File: src/rtl/sfrf_pkg.sv
// Shared types and constants for the S-Bus frame repeater with failsafe.
// Used by sfrf_ctrl, sfrf_dpath and sbus_frame_repeater_failsafe.
package sfrf_pkg;

  localparam int IDX_W       = 5;
  localparam int BANK_AW     = IDX_W + 1;
  localparam int IN_TDATA_W  = 8;
  localparam int OUT_TDATA_W = 80;
  localparam int CFG_AW      = 2;
  localparam int CFG_DW      = 16;
  localparam int TIMER_W     = 16;
  localparam int CNT_W       = 32;
  localparam int CH_W        = 11;

  localparam logic [IDX_W-1:0] FRAME_LEN  = 5'd25;
  localparam logic [IDX_W-1:0] FRAME_LAST = 5'd24;
  localparam logic [IDX_W-1:0] FLAGS_IDX  = 5'd23;
  localparam logic [IDX_W-1:0] NUM_CH     = 5'd16;
  localparam logic [7:0]       HEADER     = 8'h0F;
  localparam logic [7:0]       FOOTER     = 8'h00;
  localparam logic [7:0]       LOST_FLAGS = 8'h04;
  localparam logic [TIMER_W-1:0] TIMER_MAX = 16'hFFFF;

  typedef enum logic [CFG_AW-1:0] {
    REG_TIMEOUT     = 2'd0,
    REG_SAFE_PERIOD = 2'd1,
    REG_CENTER      = 2'd2,
    REG_CENTERED_CH = 2'd3
  } cfg_reg_t;

  typedef enum logic [2:0] {
    ST_IDLE = 3'b001,
    ST_EMIT = 3'b010,
    ST_STAT = 3'b100
  } state_t;

  // controller -> datapath
  typedef struct packed {
    logic             fire;
    logic             rd_en;
    logic [IDX_W-1:0] rd_idx;
    logic             ld;
    logic             ld_stat;
    logic             fs_mode;
  } cmd_t;

  // datapath -> controller, valid in the accept cycle
  typedef struct packed {
    logic frame_good;
    logic fs_go;
    logic stat_go;
  } stat_t;

endpackage

File: src/rtl/sfrf_ctrl.sv
// Controller: accepts items, sequences frame read-out and result loads.
// Depends on sfrf_pkg; drives sfrf_dpath through cmd_t, reads stat_t.
module sfrf_ctrl (
  input  logic           clk,
  input  logic           rst_n,
  input  logic           in_tvalid,
  output logic           in_tready,
  output logic           out_tvalid,
  input  logic           out_tready,
  input  sfrf_pkg::stat_t stat,
  output sfrf_pkg::cmd_t  cmd
);
  import sfrf_pkg::*;

  state_t           state_r, state_nxt;
  logic             fs_mode_r, fs_mode_nxt;
  logic [IDX_W-1:0] iss_cnt_r, iss_cnt_nxt;
  logic             rd_v_r, rd_v_nxt;
  logic             out_v_r, out_v_nxt;

  logic in_fire, take, ld, iss, ld_stat, done;

  assign in_tready  = (state_r == ST_IDLE);
  assign in_fire    = in_tvalid && in_tready;
  assign out_tvalid = out_v_r;
  assign take       = out_v_r && out_tready;

  assign ld      = (state_r == ST_EMIT) && rd_v_r && (!out_v_r || take);
  assign iss     = (state_r == ST_EMIT) && (iss_cnt_r < FRAME_LEN) && (!rd_v_r || ld);
  assign done    = ld && (iss_cnt_r == FRAME_LEN);
  assign ld_stat = (state_r == ST_STAT) && (!out_v_r || take);

  assign cmd.fire    = in_fire;
  assign cmd.rd_en   = iss;
  assign cmd.rd_idx  = iss_cnt_r;
  assign cmd.ld      = ld;
  assign cmd.ld_stat = ld_stat;
  assign cmd.fs_mode = fs_mode_r;

  always_comb begin
    state_nxt   = state_r;
    fs_mode_nxt = fs_mode_r;
    iss_cnt_nxt = iss ? iss_cnt_r + 5'd1 : iss_cnt_r;
    rd_v_nxt    = iss ? 1'b1 : (ld ? 1'b0 : rd_v_r);
    out_v_nxt   = (ld || ld_stat) ? 1'b1 : (take ? 1'b0 : out_v_r);
    case (state_r)
      ST_IDLE: begin
        if (in_fire && stat.frame_good) begin
          state_nxt   = ST_EMIT;
          fs_mode_nxt = 1'b0;
          iss_cnt_nxt = '0;
        end else if (in_fire && stat.fs_go) begin
          state_nxt   = ST_EMIT;
          fs_mode_nxt = 1'b1;
          iss_cnt_nxt = '0;
        end else if (in_fire && stat.stat_go) begin
          state_nxt = ST_STAT;
        end
      end
      ST_EMIT: begin
        if (done) state_nxt = ST_IDLE;
      end
      ST_STAT: begin
        if (ld_stat) state_nxt = ST_IDLE;
      end
      default: state_nxt = ST_IDLE;
    endcase
  end

  always_ff @(posedge clk) begin
    if (!rst_n) begin
      state_r   <= ST_IDLE;
      fs_mode_r <= 1'b0;
      iss_cnt_r <= '0;
      rd_v_r    <= 1'b0;
      out_v_r   <= 1'b0;
    end else begin
      state_r   <= state_nxt;
      fs_mode_r <= fs_mode_nxt;
      iss_cnt_r <= iss_cnt_nxt;
      rd_v_r    <= rd_v_nxt;
      out_v_r   <= out_v_nxt;
    end
  end

  a_read_only_in_emit: assert property (@(posedge clk) disable iff (!rst_n)
    rd_v_r |-> (state_r == ST_EMIT))
    else $error("read stage busy outside frame emission");

  a_no_stuck_emit: assert property (@(posedge clk) disable iff (!rst_n)
    !((state_r == ST_EMIT) && (iss_cnt_r == FRAME_LEN) && !rd_v_r))
    else $error("emission has no byte left but did not finish");

  a_emit_entry: assert property (@(posedge clk) disable iff (!rst_n)
    (in_fire && (stat.frame_good || stat.fs_go)) |=>
      ((state_r == ST_EMIT) && (iss_cnt_r == '0) && !rd_v_r))
    else $error("frame emission did not start cleanly");

  a_stat_exclusive: assert property (@(posedge clk) disable iff (!rst_n)
    in_fire |-> $onehot0({stat.frame_good, stat.fs_go, stat.stat_go}))
    else $error("item decoded to more than one outcome");

endmodule

File: src/rtl/sfrf_dpath.sv
// Datapath: config registers, framing, ping-pong frame store, timers,
// counters, failsafe byte builder and the output register. Uses sfrf_pkg.
module sfrf_dpath (
  input  logic                       clk,
  input  logic                       rst_n,
  input  logic                       cfg_we,
  input  logic [sfrf_pkg::CFG_AW-1:0] cfg_addr,
  input  logic [sfrf_pkg::CFG_DW-1:0] cfg_wdata,
  input  logic                       in_op,
  input  logic [7:0]                 in_byte,
  input  sfrf_pkg::cmd_t             cmd,
  output sfrf_pkg::stat_t            stat,
  output logic [7:0]                 out_byte,
  output logic                       out_byte_valid,
  output logic                       out_last,
  output logic                       out_failsafe,
  output logic                       out_flowing,
  output logic [sfrf_pkg::CNT_W-1:0] out_good,
  output logic [sfrf_pkg::CNT_W-1:0] out_bad
);
  import sfrf_pkg::*;

  // configuration
  logic [TIMER_W-1:0] timeout_r, safe_r;
  logic [CH_W-1:0]    center_r;
  logic [IDX_W-1:0]   ccount_r;

  // framing and status state
  logic [IDX_W-1:0]   cnt_r, cnt_nxt;
  logic               wbank_r, wbank_nxt;
  logic               have_last_r, have_last_nxt;
  logic [TIMER_W-1:0] sf_r, sf_nxt, ss_r, ss_nxt;
  logic [CNT_W-1:0]   good_r, good_nxt, bad_r, bad_nxt;

  // frame store, two banks of 32
  logic [7:0] mem [2**BANK_AW];
  logic [7:0]       rdata_r;
  logic [IDX_W-1:0] ridx_r;

  // bit position of the current failsafe byte within the channel stream
  logic [3:0] ch_r, ch_nxt;
  logic [3:0] pos_r, pos_nxt;

  // output payload
  logic [7:0]       ob_r;
  logic             bv_r, last_r, fs_r, flow_r;
  logic [CNT_W-1:0] og_r, obad_r;

  logic               wr, complete, good, tick, fs_cond;
  logic [TIMER_W-1:0] sf_inc, ss_inc;
  logic [IDX_W-1:0]   n_cent;
  logic [7:0]         fs_byte, ld_byte;
  logic               mid_byte;

  // --- configuration writes
  always_ff @(posedge clk) begin
    if (!rst_n) begin
      timeout_r <= 16'd500;
      safe_r    <= 16'd14;
      center_r  <= 11'd1024;
      ccount_r  <= 5'd4;
    end else if (cfg_we) begin
      case (cfg_reg_t'(cfg_addr))
        REG_TIMEOUT:     timeout_r <= cfg_wdata;
        REG_SAFE_PERIOD: safe_r    <= cfg_wdata;
        REG_CENTER:      center_r  <= cfg_wdata[CH_W-1:0];
        REG_CENTERED_CH: ccount_r  <= cfg_wdata[IDX_W-1:0];
        default: ;
      endcase
    end
  end

  // --- item decode
  assign wr       = cmd.fire && !in_op && ((cnt_r != '0) || (in_byte == HEADER));
  assign complete = wr && (cnt_r == FRAME_LAST);
  assign good     = complete && (in_byte == FOOTER);
  assign tick     = cmd.fire && in_op;
  assign sf_inc   = (sf_r == TIMER_MAX) ? sf_r : sf_r + 16'd1;
  assign ss_inc   = (ss_r == TIMER_MAX) ? ss_r : ss_r + 16'd1;
  assign fs_cond  = !(sf_inc < timeout_r) && (ss_inc >= safe_r);

  assign stat.frame_good = good;
  assign stat.fs_go      = tick && fs_cond;
  assign stat.stat_go    = tick && !fs_cond;

  always_comb begin
    cnt_nxt       = complete ? '0 : (wr ? cnt_r + 5'd1 : cnt_r);
    wbank_nxt     = good ? ~wbank_r : wbank_r;
    have_last_nxt = have_last_r || good;
    good_nxt      = good ? good_r + 32'd1 : good_r;
    bad_nxt       = (complete && !good) ? bad_r + 32'd1 : bad_r;
    sf_nxt        = good ? '0 : (tick ? sf_inc : sf_r);
    ss_nxt        = tick ? (fs_cond ? '0 : ss_inc) : ss_r;
  end

  always_ff @(posedge clk) begin
    if (!rst_n) begin
      cnt_r       <= '0;
      wbank_r     <= 1'b0;
      have_last_r <= 1'b0;
      good_r      <= '0;
      bad_r       <= '0;
      sf_r        <= '0;
      ss_r        <= '0;
    end else begin
      cnt_r       <= cnt_nxt;
      wbank_r     <= wbank_nxt;
      have_last_r <= have_last_nxt;
      good_r      <= good_nxt;
      bad_r       <= bad_nxt;
      sf_r        <= sf_nxt;
      ss_r        <= ss_nxt;
    end
  end

  // --- frame store: write the assembling bank, read the last good bank
  always_ff @(posedge clk) begin
    if (wr) mem[{wbank_r, cnt_r}] <= in_byte;
    if (cmd.rd_en) begin
      rdata_r <= mem[{~wbank_r, cmd.rd_idx}];
      ridx_r  <= cmd.rd_idx;
    end
  end

  // --- failsafe byte: per bit, centre value or the last frame's bit
  assign n_cent   = (ccount_r > NUM_CH) ? NUM_CH : ccount_r;
  assign mid_byte = (ridx_r != '0) && (ridx_r < FLAGS_IDX);

  always_comb begin
    logic [4:0] p;
    logic [4:0] chan;
    logic [3:0] cbit;
    fs_byte = '0;
    for (int b = 0; b < 8; b++) begin
      p    = {1'b0, pos_r} + 5'(b);
      chan = (p >= 5'd11) ? {1'b0, ch_r} + 5'd1 : {1'b0, ch_r};
      cbit = (p >= 5'd11) ? 4'(p - 5'd11) : p[3:0];
      fs_byte[b] = ((chan < n_cent) || !have_last_r) ? center_r[cbit] : rdata_r[b];
    end
  end

  always_comb begin
    logic [4:0] pa;
    pa      = {1'b0, pos_r} + 5'd8;
    pos_nxt = pos_r;
    ch_nxt  = ch_r;
    if (cmd.fire) begin
      pos_nxt = '0;
      ch_nxt  = '0;
    end else if (cmd.ld && mid_byte) begin
      // advance one byte through the 11-bit channel stream
      if (pa >= 5'd11) begin
        pos_nxt = 4'(pa - 5'd11);
        ch_nxt  = ch_r + 4'd1;
      end else begin
        pos_nxt = pa[3:0];
      end
    end
  end

  always_ff @(posedge clk) begin
    ch_r  <= ch_nxt;
    pos_r <= pos_nxt;
  end

  always_comb begin
    ld_byte = rdata_r;
    if (cmd.fs_mode) begin
      if (ridx_r == '0)             ld_byte = HEADER;
      else if (ridx_r == FLAGS_IDX) ld_byte = LOST_FLAGS;
      else if (ridx_r == FRAME_LAST) ld_byte = FOOTER;
      else                          ld_byte = fs_byte;
    end
  end

  // --- output register
  always_ff @(posedge clk) begin
    if (cmd.ld || cmd.ld_stat) begin
      flow_r <= (sf_r < timeout_r);
      og_r   <= good_r;
      obad_r <= bad_r;
    end
    if (cmd.ld) begin
      ob_r   <= ld_byte;
      bv_r   <= 1'b1;
      last_r <= (ridx_r == FRAME_LAST);
      fs_r   <= cmd.fs_mode;
    end else if (cmd.ld_stat) begin
      ob_r   <= '0;
      bv_r   <= 1'b0;
      last_r <= 1'b1;
      fs_r   <= 1'b0;
    end
  end

  assign out_byte       = ob_r;
  assign out_byte_valid = bv_r;
  assign out_last       = last_r;
  assign out_failsafe   = fs_r;
  assign out_flowing    = flow_r;
  assign out_good       = og_r;
  assign out_bad        = obad_r;

endmodule

File: src/rtl/sbus_frame_repeater_failsafe.sv
// S-Bus frame repeater with failsafe. Bytes that cause no result are taken one per cycle.
// A tick with a status result loads it into the output register once that register is free;
// the next item is taken after the load. A 25-byte frame (forwarded or failsafe) streams one
// byte per cycle while out_tready is high, after a start through the store read and the
// output register; the next item is taken once its last byte is loaded. Reset (rst_n, sync,
// active low) clears control, timers, counters, config; not the frame store. Uses sfrf_pkg.
module sbus_frame_repeater_failsafe (
  input  logic                             clk,
  input  logic                             rst_n,
  input  logic                             cfg_we,
  input  logic [sfrf_pkg::CFG_AW-1:0]      cfg_addr,
  input  logic [sfrf_pkg::CFG_DW-1:0]      cfg_wdata,
  input  logic                             in_tvalid,
  output logic                             in_tready,
  input  logic [sfrf_pkg::IN_TDATA_W-1:0]  in_tdata,   // [7:0] in_byte
  input  logic                             in_tuser,   // [0] op
  output logic                             out_tvalid,
  input  logic                             out_tready,
  output logic [sfrf_pkg::OUT_TDATA_W-1:0] out_tdata,  // [7:0] out_byte, [8] flowing,
                                                       // [40:9] good_frames, [72:41] bad_frames
  output logic [1:0]                       out_tuser,  // [0] byte_valid, [1] failsafe
  output logic                             out_tlast   // last_of_run
);
  import sfrf_pkg::*;

  cmd_t  cmd;
  stat_t stat;

  logic [7:0]       out_byte;
  logic             out_byte_valid, out_failsafe, out_flowing;
  logic [CNT_W-1:0] out_good, out_bad;

  sfrf_ctrl u_ctrl (
    .clk        (clk),
    .rst_n      (rst_n),
    .in_tvalid  (in_tvalid),
    .in_tready  (in_tready),
    .out_tvalid (out_tvalid),
    .out_tready (out_tready),
    .stat       (stat),
    .cmd        (cmd)
  );

  sfrf_dpath u_dpath (
    .clk            (clk),
    .rst_n          (rst_n),
    .cfg_we         (cfg_we),
    .cfg_addr       (cfg_addr),
    .cfg_wdata      (cfg_wdata),
    .in_op          (in_tuser),
    .in_byte        (in_tdata[7:0]),
    .cmd            (cmd),
    .stat           (stat),
    .out_byte       (out_byte),
    .out_byte_valid (out_byte_valid),
    .out_last       (out_tlast),
    .out_failsafe   (out_failsafe),
    .out_flowing    (out_flowing),
    .out_good       (out_good),
    .out_bad        (out_bad)
  );

  assign out_tdata = {7'd0, out_bad, out_good, out_flowing, out_byte};
  assign out_tuser = {out_failsafe, out_byte_valid};

endmodule
File: config.mk
export PLATFORM = sky130hd
export DESIGN_NAME = sbus_frame_repeater_failsafe
export DESIGN_NICKNAME = d
export VERILOG_FILES = /design/src/rtl/sfrf_pkg.sv /design/src/rtl/sfrf_ctrl.sv /design/src/rtl/sfrf_dpath.sv /design/src/rtl/sbus_frame_repeater_failsafe.sv
export SDC_FILE = /design/constraint.sdc
export NUM_CORES = 1
export LEC_CHECK = 0
export ABC_AREA = 0
export ABC_CLOCK_PERIOD_IN_PS = 8000
export BUFFER_PORTS_ARGS = -buffer_cell sky130_fd_sc_hd__buf_2
export CORE_UTILIZATION = 59
export CTS_CLUSTER_SIZE = 30
export DETAILED_ROUTE_END_ITERATION = 10
export GPL_TIMING_DRIVEN = 0
export PLACE_DENSITY = 0.75
export SLEW_MARGIN = 40
export SYNTH_ARGS = -nofsm -noshare
export SYNTH_HDL_FRONTEND = slang
export SYNTH_SLANG_ARGS = --single-unit
File: constraint.sdc
create_clock -name clk -period 8 [get_ports clk]
set_input_delay 1.6 -clock clk [delete_from_list [all_inputs] [get_ports clk]]
set_output_delay 1.6 -clock clk [all_outputs]
set_load 0.05 [all_outputs]
==> impl_metrics.csv <==
group,metric,value,unit
synth,synth_top_area_share,51.3,%
clock_tree,tritoncts,"yes",
synth,synth_cells,2523,
critical_path,r2r_cells,17,
flow_run,maxCapViolations,0,
worst_hold_path,min-delay-start,"u_ctrl.iss_cnt_r[3]",
critical_path,crit_path_max_fanout,11,
die,io_pins,117,
synth,async_reset_ff_share,0,%
timing,finalSetupViolations,0,
clock_tree,clk_pin_slew,80,ps
timing,fin_crit_sh,73.8,%
timing,fmax,169,MHz
drt,dr.pass1.iters,5,
grt,gr-total-overflow,0,
synth,synthTopCellsByCount,"edfxtp_1 (600), nand2_1 (220), nor2_1 (185), mux4_2 (173), dfxtp_1 (171)",
timing,rsz0062_at_grt,"no",
drt,wl,87.7,mm
timing,worst_pin_slew,864,ps
clock_tree,clock_sinks,771,
clock_tree,postCtsSetupRepairBufs,0,
layout,layout.nets,2852,
synth,synth_top_area_cell,"edfxtp_1",
critical_path,worstReg2RegEnd,"u_dpath.out_byte[1]",
grt,grt_pass1_wl,133,mm
drt,vias_per_cell,6.25,
timing,clock-skew-final,30.5,ps
worst_hold_path,min_path_type,"reg2reg",
drt,antenna_left,0,
layout,design_area,39300,um2
placement,gp_routability_congestion,0.952,
clock_tree,htree_levels,3,
placement,place.port_buffers,108,
synth,synth_flop_cell,"edfxtp_1",
die,fp-row-count,89,
critical_path,r2r_start,"u_dpath.pos_r[0]",
synth,yosysSeqAreaShare,61.1,%
critical_path,endpoint_kind,"register",
grt,antenna_found_initial,2,
synth,yosys_warnings,0,
timing,finalWorstSetupSlack,2100,ps
timing,finalMaxSlewViolations,0,
critical_path,cp.required,8430,ps
run_status,outcome,"completed",
die,core_area,58900,um2
synth,synth_area,35100,um2
layout,final_cell_count_no_fill,3552,
critical_path,path_cells,"buf_4 -> buf_2 -> inv_1 -> buf_1 -> ha_1 -> nor2b_1 -> nor3_1 -> a2bb2oi_4 -> buf_2 -> mux2_2 -> ha_1 -> or3_1 -> mux2i_1 -> o22ai_1 -> and3_1 -> or4_1 -> o211ai_1",
clock_tree,clk_latency,640,ps
clock_tree,numCtsBuffers,78,
critical_path,cp_num_buf_inv,5,
grt,grt_pass1_vias,21899,
critical_path,critPathArrivalTime,6330,ps
clock_tree,clk_path_buf_depth,3,
critical_path,cp_slowest_cell,"dfxtp_1",
synth,synthTopCellsByArea,"edfxtp_1 (51%), mux4_2 (11%), dfxtp_1 (9.8%), ha_1 (3.6%), nand2_1 (2.4%)",
critical_path,regToRegSetupSlack,2100,ps
critical_path,worstSetupStartpointType,"register",
timing,slew_headroom,42.4,%
synth,synth.most_common_cell,"edfxtp_1",
drt,first_iter_violations,1937,
worst_hold_path,min_path_cells,0,
grt,grt_start_max_net_pins,67,
layout,nFillCells,4116,
synth,synth_edf_count,600,
placement,pre_cts_slack,2230,ps
die,start_util,59.6,%
pwr,irDropWorstVdd,0.000271,V
clock_tree,cts_root_buffer,"clkbuf_16",
die,fp.dieH,246,um
synth,synth.avg_cell_area,13.9,um2
timing,period_needed,5900,ps
pwr,leakage,13.2,nW
synth,synth_seq_cells,771,
placement,hpwlAfterDp,58.2,mm
timing,setup_tns,0,ps
die,die_x,246,um
critical_path,critPathKind,"reg2reg",
synth,synth_cell_types,84,
drt,wire_per_inst,24.7,um
layout,drive_above_1_share,17.7,%
drt,dr_total_vias,22200,
clock_tree,ctsHoldBuffers,0,
pwr,p_per_area,211,nW/um2
die,die_area,60500,um2
timing,hold_viol_final,0,
placement,post-place-cells,3411,
layout,area_growth,11.9,%
drt,drc,0,
placement,place_area,36700,um2
worst_hold_path,min_to,"u_dpath.ridx_r[3]",
critical_path,critPathTopFamily,"simple AND/OR/NAND/NOR gates",
grt,groute.usage.overall,29.5,%
critical_path,max_stage_delay,550,ps
clock_tree,post_cts_resized,0,
[flip-flops by register name, indices dropped and copies added, names as in the netlist, 4 cells and up]
signal and cells:
u_ctrl.iss_cnt_r 5, u_dpath.bad_r 32, u_dpath.ccount_r 5, u_dpath.center_r 11, u_dpath.ch_r 4, u_dpath.cnt_r 5
u_dpath.good_r 32, u_dpath.mem 512, u_dpath.out_bad 32, u_dpath.out_byte 8, u_dpath.out_good 32, u_dpath.pos_r 4
u_dpath.rdata_r 8, u_dpath.ridx_r 5, u_dpath.safe_r 16, u_dpath.sf_r 16, u_dpath.ss_r 16, u_dpath.timeout_r 16
[area by class of cell]
class | instances | area [um2] | area share (%)
timing repair buffer | 109 | 581 | 1.48
buffer | 139 | 607 | 1.55
sequential | 771 | 21400 | 54.6
tap | 773 | 967 | 2.46
clock buffer | 98 | 2060 | 5.24
multi-input combinational | 1556 | 12900 | 32.9
inverter | 63 | 236 | 0.602
clock inverter | 42 | 479 | 1.22
antenna | 1 | 2.50 | 0.00637
[worst max path at each step]
stage,start,end,cells after the start
2_1_floorplan,u_dpath.pos_r[0],u_dpath.out_byte[1],17
3_3_place_gp,u_dpath.pos_r[0],u_dpath.out_byte[1],17
3_5_place_dp,u_dpath.pos_r[0],u_dpath.out_byte[1],17
4_1_cts,u_dpath.pos_r[0],u_dpath.out_byte[1],17
5_1_grt,u_dpath.pos_r[0],u_dpath.out_byte[1],17
6_report,u_dpath.pos_r[0],u_dpath.out_byte[1],17
[cells in the final DEF (no fill, tap or decap), drive strengths merged, types with 15 or more instances in the layout]
master | synthesis | routed
o21ai | 70 | 70
dfxtp | 171 | 171
xor2 | 41 | 41
ha | 102 | 102
nor3 | 30 | 30
clkinv | 1 | 31
or3 | 24 | 24
nor2 | 186 | 186
mux2 | 22 | 22
mux2i | 44 | 44
nand2 | 221 | 221
and2 | 58 | 58
and3 | 30 | 30
inv | 62 | 64
mux4 | 173 | 173
nand3 | 77 | 77
nand4 | 34 | 34
o211ai | 15 | 15
edfxtp | 600 | 600
buf | 52 | 160
xnor2 | 89 | 89
nor2b | 23 | 23
a21o | 22 | 22
a21oi | 85 | 85
a21boi | 49 | 49
clkbuf | 87 | 186
[routing by layer]
layer	global-route usage (%)	share of wire, %	up-vias
li1	-	-	9934
met2	49.2	50	956
met5	0	0.015	-
met4	11.4	3.7	2
met3	3.92	6.3	189
met1	39.5	40	11119
[where the power goes]
part	internal [W]	total (W)	leakage (nW)	switching, W
clock	0.00205	0.00363	1.22	0.00158
combinational	0.000105	0.000337	5.30	0.000232
sequential	0.00432	0.00434	6.68	0.0000133
total	0.00648	0.00830	13.2	0.00183
[cells by family after synthesis]
group	share of synthesized area, %
mux	13.1
compound gates	6.35
simple gates	10.2
flops	61.1
other cells	0.0107
fa+ha+maj	3.63
xor+xnor	3.26
buf+inv	2.38
[worst register-to-register path: cells and delay by family, from the launching register on]
kind | cells | cell delay, ps
AOI/OAI and AO/OA | 3 | 850
DFF | 1 | 550
adders and majority gates | 2 | 730
muxes | 2 | 520
and+or+nand+nor | 5 | 1580
buffers and inverters | 5 | 1470
[through the flow]
step | hold WS, ps | utilization [%] | power (W)
CTS | 427 | 66.6 | 0.00833
global placement | 417 | 62.2 | 0.00474
floorplan | 406 | - | 0.00462
global route | 441 | 66.7 | 0.00850
detailed placement | 414 | 62.3 | 0.00476
finish | 428 | 66.7 | 0.00830
(Power assumes the default switching activity.)
